<file path="config.mk">
export PLATFORM = sky130hd
export DESIGN_NAME = sfs_dp_mem
export DESIGN_NICKNAME = d
export VERILOG_FILES = /design/src/hdl/sfs_pkg.sv /design/src/hdl/sfs_dp_mem.sv
export SDC_FILE = /design/constraint.sdc
export NUM_CORES = 2
export LEC_CHECK = 0
export ABC_AREA = 1
export BUFFER_PORTS_ARGS = -buffer_cell sky130_fd_sc_hd__buf_2
export CORE_MARGIN = 2
export CORE_UTILIZATION = 55
export CTS_BUF_LIST = sky130_fd_sc_hd__clkbuf_8 sky130_fd_sc_hd__clkbuf_16
export CTS_CLUSTER_SIZE = 20
export DETAILED_ROUTE_END_ITERATION = 16
export HOLD_SLACK_MARGIN = 0.02
export PLACE_DENSITY = 0.71
export REMOVE_ABC_BUFFERS = 1
export SYNTH_ARGS = -nofsm -noshare
export SYNTH_HDL_FRONTEND = slang
export SYNTH_SLANG_ARGS = --single-unit
</file>
<file path="constraint.sdc">
create_clock -name clk -period 4.68 [get_ports clk]
set_input_delay 0 -clock clk [delete_from_list [all_inputs] [get_ports clk]]
set_output_delay 0 -clock clk [all_outputs]
set_load 0.01 [all_outputs]
</file>
<file path="src/hdl/sfs_pkg.sv">
`timescale 1ns / 1ps
// ----------------------------------------------------------------------------
// Span future score package
// Shared widths, command codes and payload structs of the span scorer.
// ----------------------------------------------------------------------------
package sfs_pkg;

	// Sizes of the sentence and of the option store.
	localparam int MAX_WORDS   = 64;
	localparam int MAX_OPTIONS = 256;

	// Derived widths.
	localparam int WORD_W   = $clog2(MAX_WORDS);
	localparam int LEN_W    = $clog2(MAX_WORDS + 1);
	localparam int OPT_AW   = $clog2(MAX_OPTIONS);
	localparam int CNT_W    = $clog2(MAX_OPTIONS + 1);
	localparam int DP_DEPTH = MAX_WORDS + 1;
	localparam int DP_AW    = $clog2(DP_DEPTH);
	localparam int SCORE_W  = 32;

	// Command codes.
	localparam logic [1:0] CMD_CLEAR = 2'd0;
	localparam logic [1:0] CMD_LOAD  = 2'd1;
	localparam logic [1:0] CMD_QUERY = 2'd2;

	typedef struct packed {
		logic [1:0]                cmd;
		logic [WORD_W-1:0]         first_word;
		logic [WORD_W-1:0]         last_word;
		logic signed [SCORE_W-1:0] option_score;
	} sfs_req_t;

	typedef struct packed {
		logic [WORD_W-1:0]         span_start;
		logic [WORD_W-1:0]         span_end;
		logic signed [SCORE_W-1:0] best_score;
		logic                      reachable;
		logic                      store_full;
	} sfs_rsp_t;

	// One stored span option.
	typedef struct packed {
		logic [WORD_W-1:0]         start;
		logic [LEN_W-1:0]          length;
		logic signed [SCORE_W-1:0] score;
	} sfs_opt_t;

endpackage

</file>
<file path="src/hdl/sfs_dp_mem.sv">
`timescale 1ns / 1ps
// ----------------------------------------------------------------------------
// DP score memory
// Per-offset best scores of the running query, registered read port.
// ----------------------------------------------------------------------------
module sfs_dp_mem (
	input  logic                              clk,
	input  logic                              wr_en,
	input  logic [sfs_pkg::DP_AW-1:0]         wr_addr,
	input  logic signed [sfs_pkg::SCORE_W-1:0] wr_data,
	input  logic                              rd_en,
	input  logic [sfs_pkg::DP_AW-1:0]         rd_addr,
	output logic signed [sfs_pkg::SCORE_W-1:0] rd_data
);
	import sfs_pkg::*;

	logic signed [SCORE_W-1:0] mem [DP_DEPTH];
	logic signed [SCORE_W-1:0] rd_data_q;

	always_ff @(posedge clk) begin
		if (wr_en) begin
			mem[wr_addr] <= wr_data;
		end
	end

	always_ff @(posedge clk) begin
		if (rd_en) begin
			rd_data_q <= mem[rd_addr];
		end
	end

	assign rd_data = rd_data_q;

endmodule

</file>
# Word-level counts from Yosys, hierarchy flattened
# Memory sizes are Yosys's and may differ from the RTL's. A register that Yosys moved wholly into a read port is not among the register bits.
# Index checks and enable logic that the tools add are counted.
totals:
  wordCells: 3
  ramBits: 2080
  register_bits: 0
  out_inout_bits: 32
  in_bits: 49
  mem_count: 1
mem_list:
  columns: ["memory", "words", "width", "read_ports", "rd_ports_with_merged_regs", "wr", "line_no", "text"]
  rows:
  - ["mem", 65, 32, 1, 1, 1, "sfs_dp_mem.sv:17", "logic signed [SCORE_W-1:0] mem [DP_DEPTH];"]
classes:
  n_mux: 2
op_table:
  columns: ["operator", "n"]
  rows:
  - ["1-bit two-way mux", 2]

# Longest topological paths before layout
depth:
  depth_word: 2
  depth_mapped: 13
  ltp_nobuf: 9

# Worst setup path before layout
# No wires, ideal clock.
synth_path:
  path_type: "input to register"
  from: "in wr_en"
  to: "mem mem[16][0] (enable)"
  n_path_buf: 1
  setup_time_ns: 0.421
  path_slack_ns: 2.332
  t_arrival_ns: 1.927
  stages: 3
  path_cell_list: "clkbuf_1 nand3_1 nor2_1"
synth_between:
  elab_chain_len: 2
synth_lines:
  columns: ["element", "line_no", "text"]
  rows:
  - ["start, declared", "sfs_dp_mem.sv:8", "input logic wr_en,"]
  - ["1-bit two-way mux", "sfs_dp_mem.sv:21", "if (wr_en) begin"]
  - ["1-bit two-way mux (not written as such)", "sfs_dp_mem.sv:22", "mem[wr_addr] <= wr_data;"]
  - ["end, declared", "sfs_dp_mem.sv:17", null]
# No other way between the ends.

# Final worst setup path
layout_path:
  from: "in wr_addr[1] in the netlist's numbering"
  to: "mem mem[51][16] (enable)"
layout_lines:
  columns: ["element", "line_no", "text"]
  rows:
  - ["start, declared", "sfs_dp_mem.sv:9", "input logic [sfs_pkg::DP_AW-1:0] wr_addr,"]
# No word-level cell before the write port.

==> results.md <==
* Synth top cells by count: nand2_1 (2123), edfxtp_1 (2112), nand3_1 (2021), buf_2 (235), clkbuf_1 (84)
* Die width at 395 um
* Syn_area_per_cell at 12.4 um^2
* Total Wirelength at 247000 um
* Min Tclk post-route at 2.70 ns
* Final Max Tran Viols at 0
* Crit-path max cell delay at 1.08 ns
* Met3 WL post-DR at 32500 um
* Startpoint types: input pin
* Synthesis-to-layout area growth at 11.2%
* Clock Skew at 0.0227 ns
* Met1 WL at 91700 um
* YS warnings at 0
* DRC violations left at 0
* CP bufs+invs at 4
* Slowest cell on crit path: nor2_4
* DP HPWL at 129000 um
* Drt initial violations at 9857
* Ratio of cells with drive above 1 in the final layout at 0.0833
* Final Power at 39000 uW
* Flop and latch count out of synthesis at 2112
* Die Ht at 395 um
* VDD IR max at 0.369 mV
* Xor and xnor area share after synthesis at 0
* Leading area contributor after synthesis: edfxtp_1
* Yosys cell types at 15
* Setup tns final at 0 ns
* FFs w/ async S/R, synth at 0
* Max Cap Violations at 0
* CTS tree: done
* Uppermost layer routed: met5
* CTS HTree Levels at 4
* CP required at 5.16 ns
* I/O Buffers at 80
* Power per Cell Area at 416 nW/um^2
* Met2 routed WL at 112000 um
* Clock Latency Late Sink at 0.84 ns
* Synth Flop Type: edfxtp_1
* Final core utilization at 0.617
* Setup CP Type: in2reg
* Critical-path cell list: dlygate4sd3_1, buf_2, inv_1, nor3_1, nand2_1, nor2_4, buf_4
* Non-filler cells, final at 9046
* Register area share after synthesis at 0.752
* Critical path arrival at 3.18 ns
* Top-area cell type share of the netlist area at 0.752
* Relative slew slack at 0.0859
* Netlist Area Pre-Place at 84300 um^2
* Initial Util at 0.554
* CTS Buffer Depth at 3
* Number of global-route vias before repair at 53872
* Final Hold Fails at 0
* Clk Tree Root Cell: clkbuf_16
* Nets at 6903
* First-pass GRT wire length at 359000 um
* Synth Area in Compound Gates at 0
* Setup repair after global routing missed its margin: no
* Worst setup EP type: register
* Synth Area in Adders at 0
* Initial antenna violation count at 9
* Clock transition at path regs at 0.06 ns
* Status: complete, no violations
* Max frequency at 371 MHz
* # IOs at 81
* Final GP Congestion at 0.854
* Post-route ant nets at 0
* Measured slew at the worst slew-check pin at 1.37 ns
* Largest net degree at the start of global routing at 194
* Cell Rows at 143
* Cell family with most CP delay: simple AND/OR/NAND/NOR gates
* Worst-path fanout max at 17
* Cells after Synth at 6809
* Number of flops mapped to enable cells by yosys at 2112
* Post-CTS setup buffers at 0
* Simple-Gate Fraction of Synth Area at 0.218
* Multiplexer share of the synthesized area at 0
* Die footprint at 156000 um^2
* Top-count cell post-synth: nand2_1
* Aggregate global routing overflow at 0
* Core area at 152000 um^2
* Largest family of logic cells by synthesized area: simple AND/OR/NAND/NOR gates
* Via Count at 56776
* Via density at 6.28
* Clock sink total at 2112
* GRT Overall Usage at 0.312
* Hold crit path type: in2reg
* Crit share post-route at 0.577
* Leak Pwr at 0.0327 uW
* Drt pass-1 iters at 7
* Final setup viols at 0
* Routed WL per cell at 27.3 um
* Synth area leaders: edfxtp_1 (75%), nand3_1 (12%), nand2_1 (9.5%), buf_2 (1.4%), buf_6 (0.43%)
* CTS Buf Count at 204
* Placed cell count at 8637
-- per-stage QoR --
stage / setup slack [ns] / hold slack, ns / cell area (um^2)
after floorplan: -0.953 / 0.0989 / 81900
after global placement: 1.68 / 0.466 / 87000
after detailed placement: 1.68 / 0.463 / 87000
after CTS: 2.14 / 0.142 / 93800
after global routing: 2.00 / 0.214 / 93800
final: 1.98 / 0.225 / 93800
-- power by group --
part	internal [uW]	switching [uW]	leakage, uW	total (uW)
Clock	8820	6920	0.00327	15700
Sequential	20900	41.8	0.0190	21000
Combinational	565	1770	0.0105	2330
Total	30300	8730	0.0327	39000
-- cells by family after synthesis --
group	count (synthesis)
simple gates	4223
flops	2112
buf+inv	474
-- worst paths after layout --
check                         from               endpoint  slack [ns]  cells past startpoint
max                     wr_addr[1]  mem[51][16]$_DFFE_PP_        1.98                      7
min reg2reg  mem[64][14]$_DFFE_PP_  rd_data[14]$_DFFE_PP_        0.51                      2
max reg2reg  mem[63][13]$_DFFE_PP_  rd_data[13]$_DFFE_PP_        2.68                      8
min                     rd_addr[4]  rd_data[30]$_DFFE_PP_        0.23                      6
-- worst min-delay path, cell delays in order --
cell	delay [ns]
buf_4	0.13
buf_4	0.32
nand3_1	0.19
nand3_1	0.07
nand3_1	0.08
nand2_1	0.04
-- layer usage --
metal | vias to the layer above | GRT usage
li1 | 24484 | -
met1 | 27575 | 0.446
met2 | 4109 | 0.470
met3 | 600 | 0.0639
met4 | 8 | 0.133
met5 | - | 0
-- cell type report --
type / count / area (um^2)
Antenna cell: 2 / 5.00
Fill cell: 11382 / 58300
Inverter: 21 / 116
Tap cell: 2030 / 2540
Multi-Input combinational cell: 4223 / 18900
Clock inverter: 156 / 1070
Sequential cell: 2112 / 63400
Timing Repair Buffer: 292 / 2480
Clock buffer: 210 / 5260
-- sequential cells by signal, summed over array words and instances (netlist names) --
name     flops
mem       2080
rd_data     32
-- timing repair --
action,4_1_cts,5_1_grt
resized for setup,0,0
endpoints found under the hold margin,2197,0
hold buffers,41,0
-- placed cells by master, fill, tap and decap left out --
cell / instances
diode_2: 2
nand3_1: 2021
inv_6: 3
buf_8: 3
nand4_1: 1
edfxtp_1: 2112
inv_1: 60
bufinv_16: 14
clkinv_2: 30
inv_8: 2
clkbuf_16: 210
dlygate4sd3_1: 41
clkinv_8: 3
nand2_1: 2123
buf_12: 28
buf_6: 1
nor2_1: 5
clkinvlp_4: 4
nor2_4: 65
nor3_1: 8
buf_2: 75
buf_4: 144
inv_16: 2
clkinv_1: 59
No activity file was read; power rests on OpenSTA's default activity.
