$ cat src/hdl/sfs_pkg.sv
`timescale 1ns / 1ps
// ----------------------------------------------------------------------------
// Span future score package
// Shared widths, command codes and payload structs of the span scorer.
// ----------------------------------------------------------------------------
package sfs_pkg;

	// Sizes of the sentence and of the option store.
	localparam int MAX_WORDS   = 64;
	localparam int MAX_OPTIONS = 256;

	// Derived widths.
	localparam int WORD_W   = $clog2(MAX_WORDS);
	localparam int LEN_W    = $clog2(MAX_WORDS + 1);
	localparam int OPT_AW   = $clog2(MAX_OPTIONS);
	localparam int CNT_W    = $clog2(MAX_OPTIONS + 1);
	localparam int DP_DEPTH = MAX_WORDS + 1;
	localparam int DP_AW    = $clog2(DP_DEPTH);
	localparam int SCORE_W  = 32;

	// Command codes.
	localparam logic [1:0] CMD_CLEAR = 2'd0;
	localparam logic [1:0] CMD_LOAD  = 2'd1;
	localparam logic [1:0] CMD_QUERY = 2'd2;

	typedef struct packed {
		logic [1:0]                cmd;
		logic [WORD_W-1:0]         first_word;
		logic [WORD_W-1:0]         last_word;
		logic signed [SCORE_W-1:0] option_score;
	} sfs_req_t;

	typedef struct packed {
		logic [WORD_W-1:0]         span_start;
		logic [WORD_W-1:0]         span_end;
		logic signed [SCORE_W-1:0] best_score;
		logic                      reachable;
		logic                      store_full;
	} sfs_rsp_t;

	// One stored span option.
	typedef struct packed {
		logic [WORD_W-1:0]         start;
		logic [LEN_W-1:0]          length;
		logic signed [SCORE_W-1:0] score;
	} sfs_opt_t;

endpackage

$ cat src/hdl/sfs_score_alu.sv
`timescale 1ns / 1ps
// ----------------------------------------------------------------------------
// Score add and compare unit
// Saturating add of two scores and a strict compare against the held best.
// ----------------------------------------------------------------------------
module sfs_score_alu (
	input  logic signed [sfs_pkg::SCORE_W-1:0] opt_score,
	input  logic signed [sfs_pkg::SCORE_W-1:0] base_score,
	input  logic signed [sfs_pkg::SCORE_W-1:0] held_score,
	input  logic                              held_valid,
	output logic signed [sfs_pkg::SCORE_W-1:0] cand_score,
	output logic                              take
);
	import sfs_pkg::*;

	logic signed [SCORE_W:0] sum_wide;

	always_comb begin
		sum_wide = {opt_score[SCORE_W-1], opt_score} + {base_score[SCORE_W-1], base_score};
		// A carry into the extra sign bit that disagrees with the top bit means overflow.
		if (sum_wide[SCORE_W] != sum_wide[SCORE_W-1]) begin
			cand_score = sum_wide[SCORE_W] ? {1'b1, {(SCORE_W-1){1'b0}}}
			                               : {1'b0, {(SCORE_W-1){1'b1}}};
		end else begin
			cand_score = sum_wide[SCORE_W-1:0];
		end
		take = !held_valid || (cand_score > held_score);
	end

endmodule

$ cat config.mk
export PLATFORM = sky130hd
export DESIGN_NAME = sfs_score_alu
export DESIGN_NICKNAME = d
export VERILOG_FILES = /design/src/hdl/sfs_pkg.sv /design/src/hdl/sfs_score_alu.sv
export SDC_FILE = /design/constraint.sdc
export NUM_CORES = 1
export LEC_CHECK = 0
export ABC_AREA = 1
export BUFFER_PORTS_ARGS = -buffer_cell sky130_fd_sc_hd__buf_2
export CORE_MARGIN = 2
export CORE_UTILIZATION = 48
export DETAILED_ROUTE_END_ITERATION = 8
export GPL_ROUTABILITY_DRIVEN = 1
export PLACE_DENSITY_LB_ADDON = 0.3
export SYNTH_ARGS = -nofsm -noshare
export SYNTH_HDL_FRONTEND = slang
export SYNTH_SLANG_ARGS = --single-unit
$ cat constraint.sdc
create_clock -name vclk -period 4.2
set_clock_uncertainty 0.05 [all_clocks]
set_input_delay 0.63 -clock vclk [all_inputs]
set_output_delay 0.63 -clock vclk [all_outputs]
set_load 0.01 [all_outputs]
# ---- Word-level counts from Yosys, hierarchy flattened
# Cells that the tools add are included.
dict set report word_totals {
  ff_bits 0
  input_bits 97
  elab_cells 7
}
dict set report classes {
  n_eq_ne 1
  n_reduce_logical 2
  order_cmp 1
  addsub 1
  mux 2
}
# cell count
set op_table {}
lappend op_table {{32-bit two-way mux} 2}
lappend op_table {{32-bit by 32-bit adder with 33-bit output} 1}
lappend op_table {{32-bit greater-than comparator} 1}
lappend op_table {{1-bit zero test} 1}
lappend op_table {{1-bit logical OR} 1}
lappend op_table {{1-bit != test} 1}

# ---- Longest topological paths before layout
# Gate-level depths: netlist of the first run.
dict set report depth {
  word_depth 5
  ltp_mapped 30
}

# ---- Least setup slack after synthesis of the first run
# No wires, ideal clock.
dict set report synth_path {
  path_kind {input to output}
  startpoint {in opt_score[0] (netlist name)}
  endpoint {out take}
  setup_slack_ps -28
  stages 27
  t_arrival_ps 3548
  path_buffers 1
  path_cell_list {ha_1 > inv_1 > fa_1 > inv_1 > nand2_1 > nand2_1 > nand3_1 > nand2_2 > nand2_1 > nand2_2 > nand2_1 > nand2_1 > nand2_1 > nand2_2 > nand2_2 > buf_2 > a21oi_1 > ha_1 > nand2_1 > nor2_1 > nand2_1 > nor4b_1 > nand2_1 > nand2_1 > nand2_1 > nand3_1 > nand2_1}
}
dict set report synth_via {
  elab_chain_cells 5
  word_cells_on_any_way 6
  cone_classes {add/sub: 1; order compare: 1; eq/ne: 1; mux: 2; reduce/logical: 1}
}
# element line_no
set synth_rtl {}
lappend synth_rtl {{start, declared} sfs_score_alu.sv:7} ;# input logic signed [sfs_pkg::SCORE_W-1:0] opt_score,
lappend synth_rtl {{32-bit by 32-bit adder with 33-bit output (*)} sfs_score_alu.sv:19} ;# sum_wide = {opt_score[SCORE_W-1], opt_score} + {base_score[SCORE_W-1], base_score};
lappend synth_rtl {{32-bit two-way mux or 1-bit != test (tied branches)} {sfs_score_alu.sv:22, sfs_score_alu.sv:21}}
lappend synth_rtl {{32-bit two-way mux (*)} sfs_score_alu.sv:21} ;# if (sum_wide[SCORE_W] != sum_wide[SCORE_W-1]) begin
lappend synth_rtl {{net cand_score (one bit)} sfs_score_alu.sv:11} ;# output logic signed [sfs_pkg::SCORE_W-1:0] cand_score,
lappend synth_rtl {{32-bit greater-than comparator (*)} sfs_score_alu.sv:27} ;# take = !held_valid || (cand_score > held_score);
lappend synth_rtl {{1-bit logical OR (*)} sfs_score_alu.sv:27}
lappend synth_rtl {{end, declared} sfs_score_alu.sv:12} ;# output logic take
# Mark *: on every way through the listed nets, which the timed path passes. The rest lies on a longest branch.

# ---- Worst setup path after layout of the first run
dict set report layout_path {
  startpoint {in opt_score[1] (netlist name)}
  endpoint {out take}
}
dict set report layout_via {
  elab_chain_cells 5
  word_cells_on_any_way 6
  cone_classes {add/sub: 1; order compare: 1; eq/ne: 1; mux: 2; reduce/logical: 1}
}
# element line_no
set layout_rtl {}
lappend layout_rtl {{32-bit by 32-bit adder with 33-bit output (*)} sfs_score_alu.sv:19}
lappend layout_rtl {{32-bit two-way mux or 1-bit != test (tied branches)} {sfs_score_alu.sv:22, sfs_score_alu.sv:21}}
lappend layout_rtl {{32-bit two-way mux (*)} sfs_score_alu.sv:21}
lappend layout_rtl {{32-bit greater-than comparator (*)} sfs_score_alu.sv:27}
lappend layout_rtl {{1-bit logical OR (*)} sfs_score_alu.sv:27}
# Mark *: on every way between the ends. The rest lies on a longest branch, timed or not.

==> impl_metrics.json, run 1 <==
{
  "status": "finished, violations left",
  "violations": "setup timing",
  "ys_types": 29,
  "end_kind": "output port",
  "pin_count": 130,
  "cellLeakagePower_nw": 3.50,
  "grt_pass1_vias": 4765,
  "grt_pass1_wl_um": 19900,
  "die_x_um": 88.5,
  "wl_per_cell_um": 15.1,
  "min_from": "held_valid",
  "syn-num-nets": 807,
  "fin_area_sq_mm": 0.00602,
  "gp_congestion": 0.965,
  "detail-route-antenna-nets": 0,
  "rsz0062_at_grt": "yes",
  "path_buf_inv": 4,
  "setup_tns_ns": -0.593,
  "drive_above_1_share_pct": 43.8,
  "seq_area_sq_um": 0,
  "clock_power_share_pct": 0,
  "cp_data_arrival_time_ns": 4.11,
  "firstDrtPassIters": 5,
  "critPathTopFamily": "simple AND/OR/NAND/NOR gates",
  "nClkBuffers": 0,
  "wl_um": 15300,
  "setup_ws_ns": -0.593,
  "slew_headroom_pct": 70.2,
  "dpl_cell_area_sq_mm": 0.00527,
  "core_sq_mm": 0.00683,
  "power_density_mw_per_mm2": 232,
  "required_ns": 3.52,
  "critPathLaunchType": "primary input",
  "grt.overflow.total": 0,
  "first_iter_violations": 347,
  "max_freq_mhz": 209,
  "p_int_w": 0.000675,
  "grt_max_degree": 20,
  "synth_area_sq_mm": 0.00342,
  "num_vias": 5366,
  "critPathKind": "primary input to output port",
  "antennaDiodeCount": 0,
  "grt_antenna_before_repair": 0,
  "p_seq_share_pct": 0,
  "yosysSeqAreaShare_pct": 0,
  "drv_cap": 0,
  "combPwrFrac_pct": 100.0,
  "ys_warn_count": 0,
  "hold_class": "primary input to output port",
  "die_area_sq_mm": 0.00783,
  "grtUsageTotal_pct": 31.3,
  "finalCriticalPeriod_ns": 4.79,
  "setup_viol": 1,
  "fp.dieH_um": 88.5,
  "holdPathStages": 3,
  "ir_drop_mv": 0.113,
  "area_growth_syn_to_layout_pct": 75.8,
  "drc": 0,
  "crit_path_frequent_cell": "nand2_1",
  "row_count": 30,
  "syn_area_per_cell_sq_um": 5.31,
  "p_sw_w": 0.000722,
  "min_to": "take",
  "crit_slowest_cell": "ha_1",
  "portBuffers": 130,
  "dpl.hpwl_um": 11100,
  "nNetsFinal": 1085,
  "finalMaxSlewViolations": 0,
  "dp_slack_ns": -0.481,
  "initial_core_util_pct": 50.1,
  "min_period_over_period_pct": 114,
  "worst-path-max-fanout": 4,
  "hold_viol": 0,
  "nFlopsAndLatches": 0,
  "via_per_inst": 5.28,
  "finalPower_w": 0.00140,
  "stdcell_count": 1017,
  "slowest_delay_ns": 0.33,
  "postCtsHoldBufs": 0,
  "sw_frac_of_total_pct": 51.7,
  "max_slew.worst_pin.slew_ns": 0.443,
  "dp_cells": 1006,
  "syn-instance-count": 645
}
[metal layers]
layer  vias to the layer above  global-route usage (%)  wire length (um)
li1                       2586                       -                 -
met1                      2451                    36.9              5950
met4                         0                    5.51               601
met2                       270                    60.7              7690
met3                        59                    3.45              1070
met5                         -                       0                 0
[power groups by stage]
stage	Sequential [W]	Combinational [W]	Clock (W)
after floorplan	0	0.000612	0
after global placement	0	0.00112	0
final	0	0.00140	0
after CTS	0	0.00117	0
after detailed placement	0	0.00115	0
after global routing	0	0.00151	0
[how the worst max path moves through the flow]
stage	startpoint	depth (start not counted)	endpoint
3_3_place_gp	base_score[0]	31	take
2_1_floorplan	opt_score[0]	27	take
5_1_grt	base_score[10]	26	take
6_report	opt_score[1]	26	take
4_1_cts	opt_score[6]	29	take
3_5_place_dp	base_score[0]	27	take
[layout make-up]
cell class	instances	area, sq um
timing repair buffer	282	1910
tap	96	120
fill	408	811
inverter	123	462
multi-input combinational	516	3530
[stage by stage]
stage	hold WS (ns)	util, %
4_1_cts	1.45	78.2
3_3_place_gp	1.45	77.2
6_report	1.45	88.1
2_1_floorplan	1.28	-
3_5_place_dp	1.45	77.2
5_1_grt	1.46	88.1
[synth_stat cells, types with 2 or more instances]
cell type	count	area, sq um
nor2_2	2	12.5
nand3b_1	9	67.6
nand4_1	7	43.8
nand2_2	6	37.5
a21o_1	2	15.0
a21oi_1	59	295
a21oi_2	14	123
inv_2	2	7.51
o21ai_0	11	55.1
nor3_1	5	25.0
inv_1	121	454
nand2_1	232	871
nor2_1	49	184
xnor2_1	14	123
ha_1	64	801
and2_1	2	12.5
nand3_1	27	135
o21bai_1	5	37.5
buf_6	2	22.5
buf_2	3	15.0
[cell families after synthesis]
family / synth area share [%]
simple gates: 41.8
fa+ha+maj: 24.0
buf+inv: 14.8
compound gates: 15.6
xor+xnor: 3.84
[placed cells by master (no fill, tap or decap), types with 2 or more instances in the layout]
cell,n
nand2_1,208
buf_4,145
buf_2,128
inv_1,119
nor2_1,43
ha_1,35
a21oi_2,34
a21oi_1,33
nand2_2,27
ha_4,25
nand3_1,24
xnor2_1,14
o21ai_0,10
nand3b_1,9
nand4_1,7
nor2_2,7
a21oi_4,6
o21bai_1,5
nand3_2,4
inv_2,4
ha_2,4
nor3_1,3
clkbuf_16,3
buf_12,3
nor3_2,2
and2_1,2
a21o_1,2
nand2_4,2
buf_8,2
[repair_timing]
action | 4_1_cts | 5_1_grt
setup buffers | 0 | 8
endpoints found under the hold margin | 0 | 0
cloned | 0 | 3
pin swaps | 2 | 29
setup endpoints to repair | 1 | 1
gates resized for setup | 13 | 98
Note: power is estimated with default switching activity, not from simulation.
==> inputs of run 2 (changes only) <==
==> constraint.sdc (replaced) <==
create_clock -name vclk -period 4.37
set_clock_uncertainty 0.05 [all_clocks]
set_input_delay 0.6555 -clock vclk [all_inputs]
set_output_delay 0.6555 -clock vclk [all_outputs]
set_load 0.01 [all_outputs]
==> impl_metrics.json, run 2 (synthesis gave the netlist of run 1 again) <==
{
  "p_sw_w": 0.000841,
  "drv_cap": 0,
  "portBuffers": 130,
  "mostFrequentLayoutCell": "nand2_1",
  "hold_class": "primary input to output port",
  "hold_viol": 0,
  "ir_drop_mv": 0.146,
  "cellLeakagePower_nw": 3.46,
  "path_buf_inv": 7,
  "min_period_over_period_pct": 116,
  "end_kind": "output port",
  "cp_data_arrival_time_ns": 4.37,
  "crit_slowest_cell": "nor4b_4",
  "detail-route-antenna-nets": 0,
  "layout_common_cells": "nand2_1 (197), buf_4 (130), buf_2 (128)",
  "fp.dieH_um": 88.5,
  "core_sq_mm": 0.00683,
  "rsz0062_at_grt": "yes",
  "seq_area_sq_um": 0,
  "slowest_delay_ns": 0.48,
  "grt_max_degree": 17,
  "drive_above_1_share_pct": 46.1,
  "finalCriticalPeriod_ns": 5.08,
  "wl_um": 19600,
  "gp_congestion": 0.942,
  "crit_path_frequent_cell": "nand2_1",
  "row_count": 30,
  "p_int_w": 0.000697,
  "sw_frac_of_total_pct": 54.7,
  "grt.overflow.total": 0,
  "dpl.hpwl_um": 10800,
  "grt_pass1_vias": 4656,
  "initial_core_util_pct": 50.1,
  "setup_tns_ns": -0.708,
  "first_iter_violations": 706,
  "critPathTopFamily": "simple AND/OR/NAND/NOR gates",
  "fin_area_sq_mm": 0.00617,
  "antennaDiodeCount": 0,
  "critPathLaunchType": "primary input",
  "drc": 1,
  "worst-path-max-fanout": 6,
  "power_density_mw_per_mm2": 249,
  "num_vias": 6022,
  "fillCellCount": 321,
  "clock_power_share_pct": 0,
  "grtUsageTotal_pct": 30.6,
  "wl_per_cell_um": 19.6,
  "multiInputGateArea_sq_mm": 0.00384,
  "die_area_sq_mm": 0.00783,
  "p_seq_share_pct": 0,
  "status": "finished, violations left",
  "finalMaxSlewViolations": 0,
  "max_freq_mhz": 197,
  "required_ns": 3.66,
  "setup_ws_ns": -0.708,
  "nFlopsAndLatches": 0,
  "slew_headroom_pct": 68.9,
  "nClkBuffers": 0,
  "combPwrFrac_pct": 100.0,
  "max_slew.worst_pin.slew_ns": 0.464,
  "firstDrtPassIters": 9,
  "grt_pass1_wl_um": 19400,
  "nNetsFinal": 1068,
  "setup_viol": 1,
  "grt_antenna_before_repair": 1,
  "dpl_cell_area_sq_mm": 0.00509,
  "critPathKind": "primary input to output port",
  "pin_count": 130,
  "die_x_um": 88.5,
  "violations": "DRC, setup timing",
  "via_per_inst": 6.02,
  "area_growth_syn_to_layout_pct": 80.2
}
==> run 2: repair_timing <==
action | 4_1_cts | 5_1_grt
cloned | 0 | 2
hold buffers | 0 | 0
endpoints found under the hold margin | 0 | 0
setup endpoints to repair | 1 | 1
gates resized for setup | 20 | 154
pin swaps | 2 | 47
buffers inserted | 1 | 9
==> run 2: tightest hold or removal path: cells and delay by family <==
family                 cells  cell delay (ns)
buffers and inverters      2             0.24
and+or+nand+nor            1             0.07
==> run 2: final timing paths <==
check | start | endpoint | slack, ns | depth (start not counted)
hold / removal | held_valid | take | 1.57 | 3
setup / recovery | base_score[8] | take | -0.71 | 27
==> run 2: stage by stage <==
step           hold WS (ns)  instances  power [W]  util [%]  setup WS, ns
4_1_cts                1.51        989    0.00110      75.8        -0.146
5_1_grt                1.58       1000    0.00163      90.3        -0.927
3_5_place_dp           1.51        988    0.00106      74.5        -0.228
2_1_floorplan          1.33        645   0.000577         -        0.0906
3_3_place_gp           1.50        988    0.00102      74.5        -0.147
6_report               1.57       1000    0.00154      90.3        -0.708
==> run 2: final cells by class <==
| type | count | share of cell area, % |
|---|---|---|
| Inverter | 123 | 7.48 |
| Multi-Input combinational cell | 516 | 62.2 |
| Tap cell | 96 | 1.95 |
| Timing Repair Buffer | 265 | 28.4 |
==> run 2: power by group through the flow <==
stage | clock, W | combinational [W] | sequential, W
floorplan | 0 | 0.000577 | 0
detailed placement | 0 | 0.00106 | 0
CTS | 0 | 0.00110 | 0
finish | 0 | 0.00154 | 0
global route | 0 | 0.00163 | 0
global placement | 0 | 0.00102 | 0
==> run 2: metal layers <==
metal,wire [um],share of wire [%],global-route usage (%),up-vias
met5,0,0,0,-
met4,1810,9.2,8.54,0
met3,2210,11,1.03,222
met2,9310,47,62.6,599
met1,6310,32,33.6,2644
li1,-,-,-,2557
==> inputs of run 3 (changes only) <==
==> config.mk (replaced) <==
export PLATFORM = sky130hd
export DESIGN_NAME = sfs_score_alu
export DESIGN_NICKNAME = d
export VERILOG_FILES = /design/src/hdl/sfs_pkg.sv /design/src/hdl/sfs_score_alu.sv
export SDC_FILE = /design/constraint.sdc
export NUM_CORES = 1
export LEC_CHECK = 0
export BUFFER_PORTS_ARGS = -buffer_cell sky130_fd_sc_hd__buf_2
export CORE_MARGIN = 2
export CORE_UTILIZATION = 46
export DETAILED_ROUTE_END_ITERATION = 8
export PLACE_DENSITY = 0.91
export SYNTH_ARGS = -nofsm -noshare
export SYNTH_HDL_FRONTEND = slang
export SYNTH_SLANG_ARGS = --single-unit
==> impl_metrics.json, run 3 <==
{
  "firstDrtPassIters": 6,
  "end_kind": "output port",
  "synth_mux_area_share_pct": 0.338,
  "dpl.hpwl_um": 10700,
  "finalCriticalPeriod_ns": 5.83,
  "drv_cap": 0,
  "dp_cells": 737,
  "gp_congestion": 0.989,
  "yosysTopAreaCell": "ha_1",
  "postCtsHoldBufs": 0,
  "mostFrequentLayoutCell": "buf_4",
  "setup_viol": 7,
  "area_growth_syn_to_layout_pct": 72.9,
  "grt_antenna_before_repair": 0,
  "wl_um": 15500,
  "max_slew.worst_pin.slew_ns": 0.948,
  "power_density_mw_per_mm2": 286,
  "fp.dieH_um": 84.2,
  "use_met2_pct": 65.7,
  "max_freq_mhz": 171,
  "die_area_sq_mm": 0.00709,
  "ys_types": 57,
  "fillCellCount": 343,
  "worst-path-max-fanout": 6,
  "syn-num-nets": 568,
  "grtUsageTotal_pct": 38.1,
  "yosysSeqAreaShare_pct": 0,
  "row_count": 29,
  "nNetsFinal": 837,
  "required_ns": 3.66,
  "multiInputGateArea_sq_mm": 0.00298,
  "cp_data_arrival_time_ns": 5.13,
  "die_x_um": 84.2,
  "grt_max_degree": 18,
  "final_util_pct": 81.5,
  "hold_viol": 0,
  "violations": "setup timing",
  "gr-usage-met3_pct": 6.29,
  "first_iter_violations": 595,
  "synth_compound_gate_area_share_pct": 37.4,
  "synthXorXnorAreaFrac_pct": 9.47,
  "busiest_layer": "met2",
  "syn-instance-count": 406,
  "drc": 0,
  "min_period_over_period_pct": 133,
  "synth_area_sq_mm": 0.00296,
  "seq_area_sq_um": 0,
  "setup_ws_ns": -1.46,
  "via_per_inst": 6.46,
  "pin_count": 130,
  "initial_core_util_pct": 47.2,
  "portBuffers": 130,
  "synth_top_family_by_area": "compound AO/OA/AOI/OAI gates",
  "stdcell_count": 750,
  "ir_drop_mv": 0.259,
  "layout_common_cells": "buf_4 (144), buf_2 (128), ha_1 (59)",
  "wl_per_cell_um": 20.7,
  "critPathKind": "primary input to output port",
  "num_vias": 4847,
  "finalMaxSlewViolations": 0,
  "slew_headroom_pct": 36.3,
  "drive_above_1_share_pct": 49.5,
  "synth-adder-area-share_pct": 28.1,
  "nClkBuffers": 0,
  "grt_pass1_vias": 4734,
  "yosys.area_share.simple_pct": 16.8,
  "setup_tns_ns": -1.85,
  "synthMostInstantiatedCell": "ha_1",
  "hold_class": "primary input to output port",
  "status": "finished, violations left",
  "detail-route-antenna-nets": 0,
  "syn_area_per_cell_sq_um": 7.29,
  "antennaDiodeCount": 0,
  "ys_warn_count": 0,
  "ys_top_cells_by_count": "ha_1 (64), a21oi_1 (43), inv_1 (41)",
  "dp_slack_ns": -1.36,
  "grt_pass1_wl_um": 22500,
  "met1_usage_pct": 43.4,
  "nFlopsAndLatches": 0,
  "rsz0062_at_grt": "yes",
  "core_sq_mm": 0.00628,
  "synth_area_leaders": "ha_1 (27%), a21o_1 (7.6%), a21oi_1 (7.3%), inv_1 (5.2%), xnor2_1 (4.4%)",
  "grt.overflow.total": 0,
  "netlist.area_leader.share_pct": 27.0,
  "critPathLaunchType": "primary input",
  "cellLeakagePower_nw": 2.79
}
## run 3: cell types whose count changed after synthesis, moves of 8 or more
cell	previous run	this run
a21o_1	2	30
nor2_1	49	22
a21oi_1	59	43
xor2_1	1	12
nand3_1	27	11
nand2_1	232	26
nand3b_1	9	0
a21oi_2	14	2
clkbuf_1	0	8
o21ai_1	0	20
inv_1	121	41
## run 3: final timing paths
kind	from	end	slack, ns	depth (start not counted)
max	opt_score[10]	take	-1.46	21
min	held_valid	take	1.59	3
## run 3: logic make-up (layout without fill, tap and decap cells)
group           Yosys count  count (layout)
xor+xnor                 29              29
buf+inv                  56             323
mux                       1               1
compound gates          153             153
fa+ha+maj                66              66
simple gates            101             101
## run 3: worst max-delay path, cell delays in order
cell	delay (ns)
buf_2	0.10
ha_1	0.29
buf_4	0.16
nand2_1	0.09
buf_4	0.15
or2_4	0.27
o311ai_4	0.43
a21oi_2	0.14
o21ai_4	0.27
xor2_4	0.23
nor2_4	0.11
buf_12	0.16
o31ai_4	0.36
ha_1	0.31
a21o_1	0.18
a21oi_1	0.19
o21ai_1	0.11
a21o_1	0.18
a221o_1	0.31
o211ai_1	0.23
buf_2	0.17
## run 3: metrics by stage
stage	instance area [sq um]	hold WS, ns	total power, W
after floorplan	3110	1.37	0.000659
after global placement	4830	1.55	0.00116
after detailed placement	4830	1.60	0.00123
after CTS	5010	1.60	0.00131
after global routing	5120	1.62	0.00153
final	5120	1.59	0.00146
## run 3: area by class of cell
| class | count | area share, % |
|---|---|---|
| inverter | 41 | 3.01 |
| timing repair buffer | 282 | 36.8 |
| tap | 77 | 1.88 |
| multi-input combinational | 350 | 58.3 |
## run 3: per-layer routing
metal	part of all wire (%)	vias up
li1	-	2029
met1	34	2112
met2	43	505
met3	12	201
met4	10	0
met5	0	-
## run 3: repair_timing
action	CTS	global route
gates cloned	2	0
endpoints found under the hold margin	0	0
pin swaps	24	13
buffers inserted	9	2
setup endpoints to repair	6	27
gates resized for setup	10	20
## run 3: power breakdown
group | internal (W) | switching (W) | leakage, nW
Sequential | 0 | 0 | 0
Clock | 0 | 0 | 0
Combinational | 0.000708 | 0.000755 | 2.79
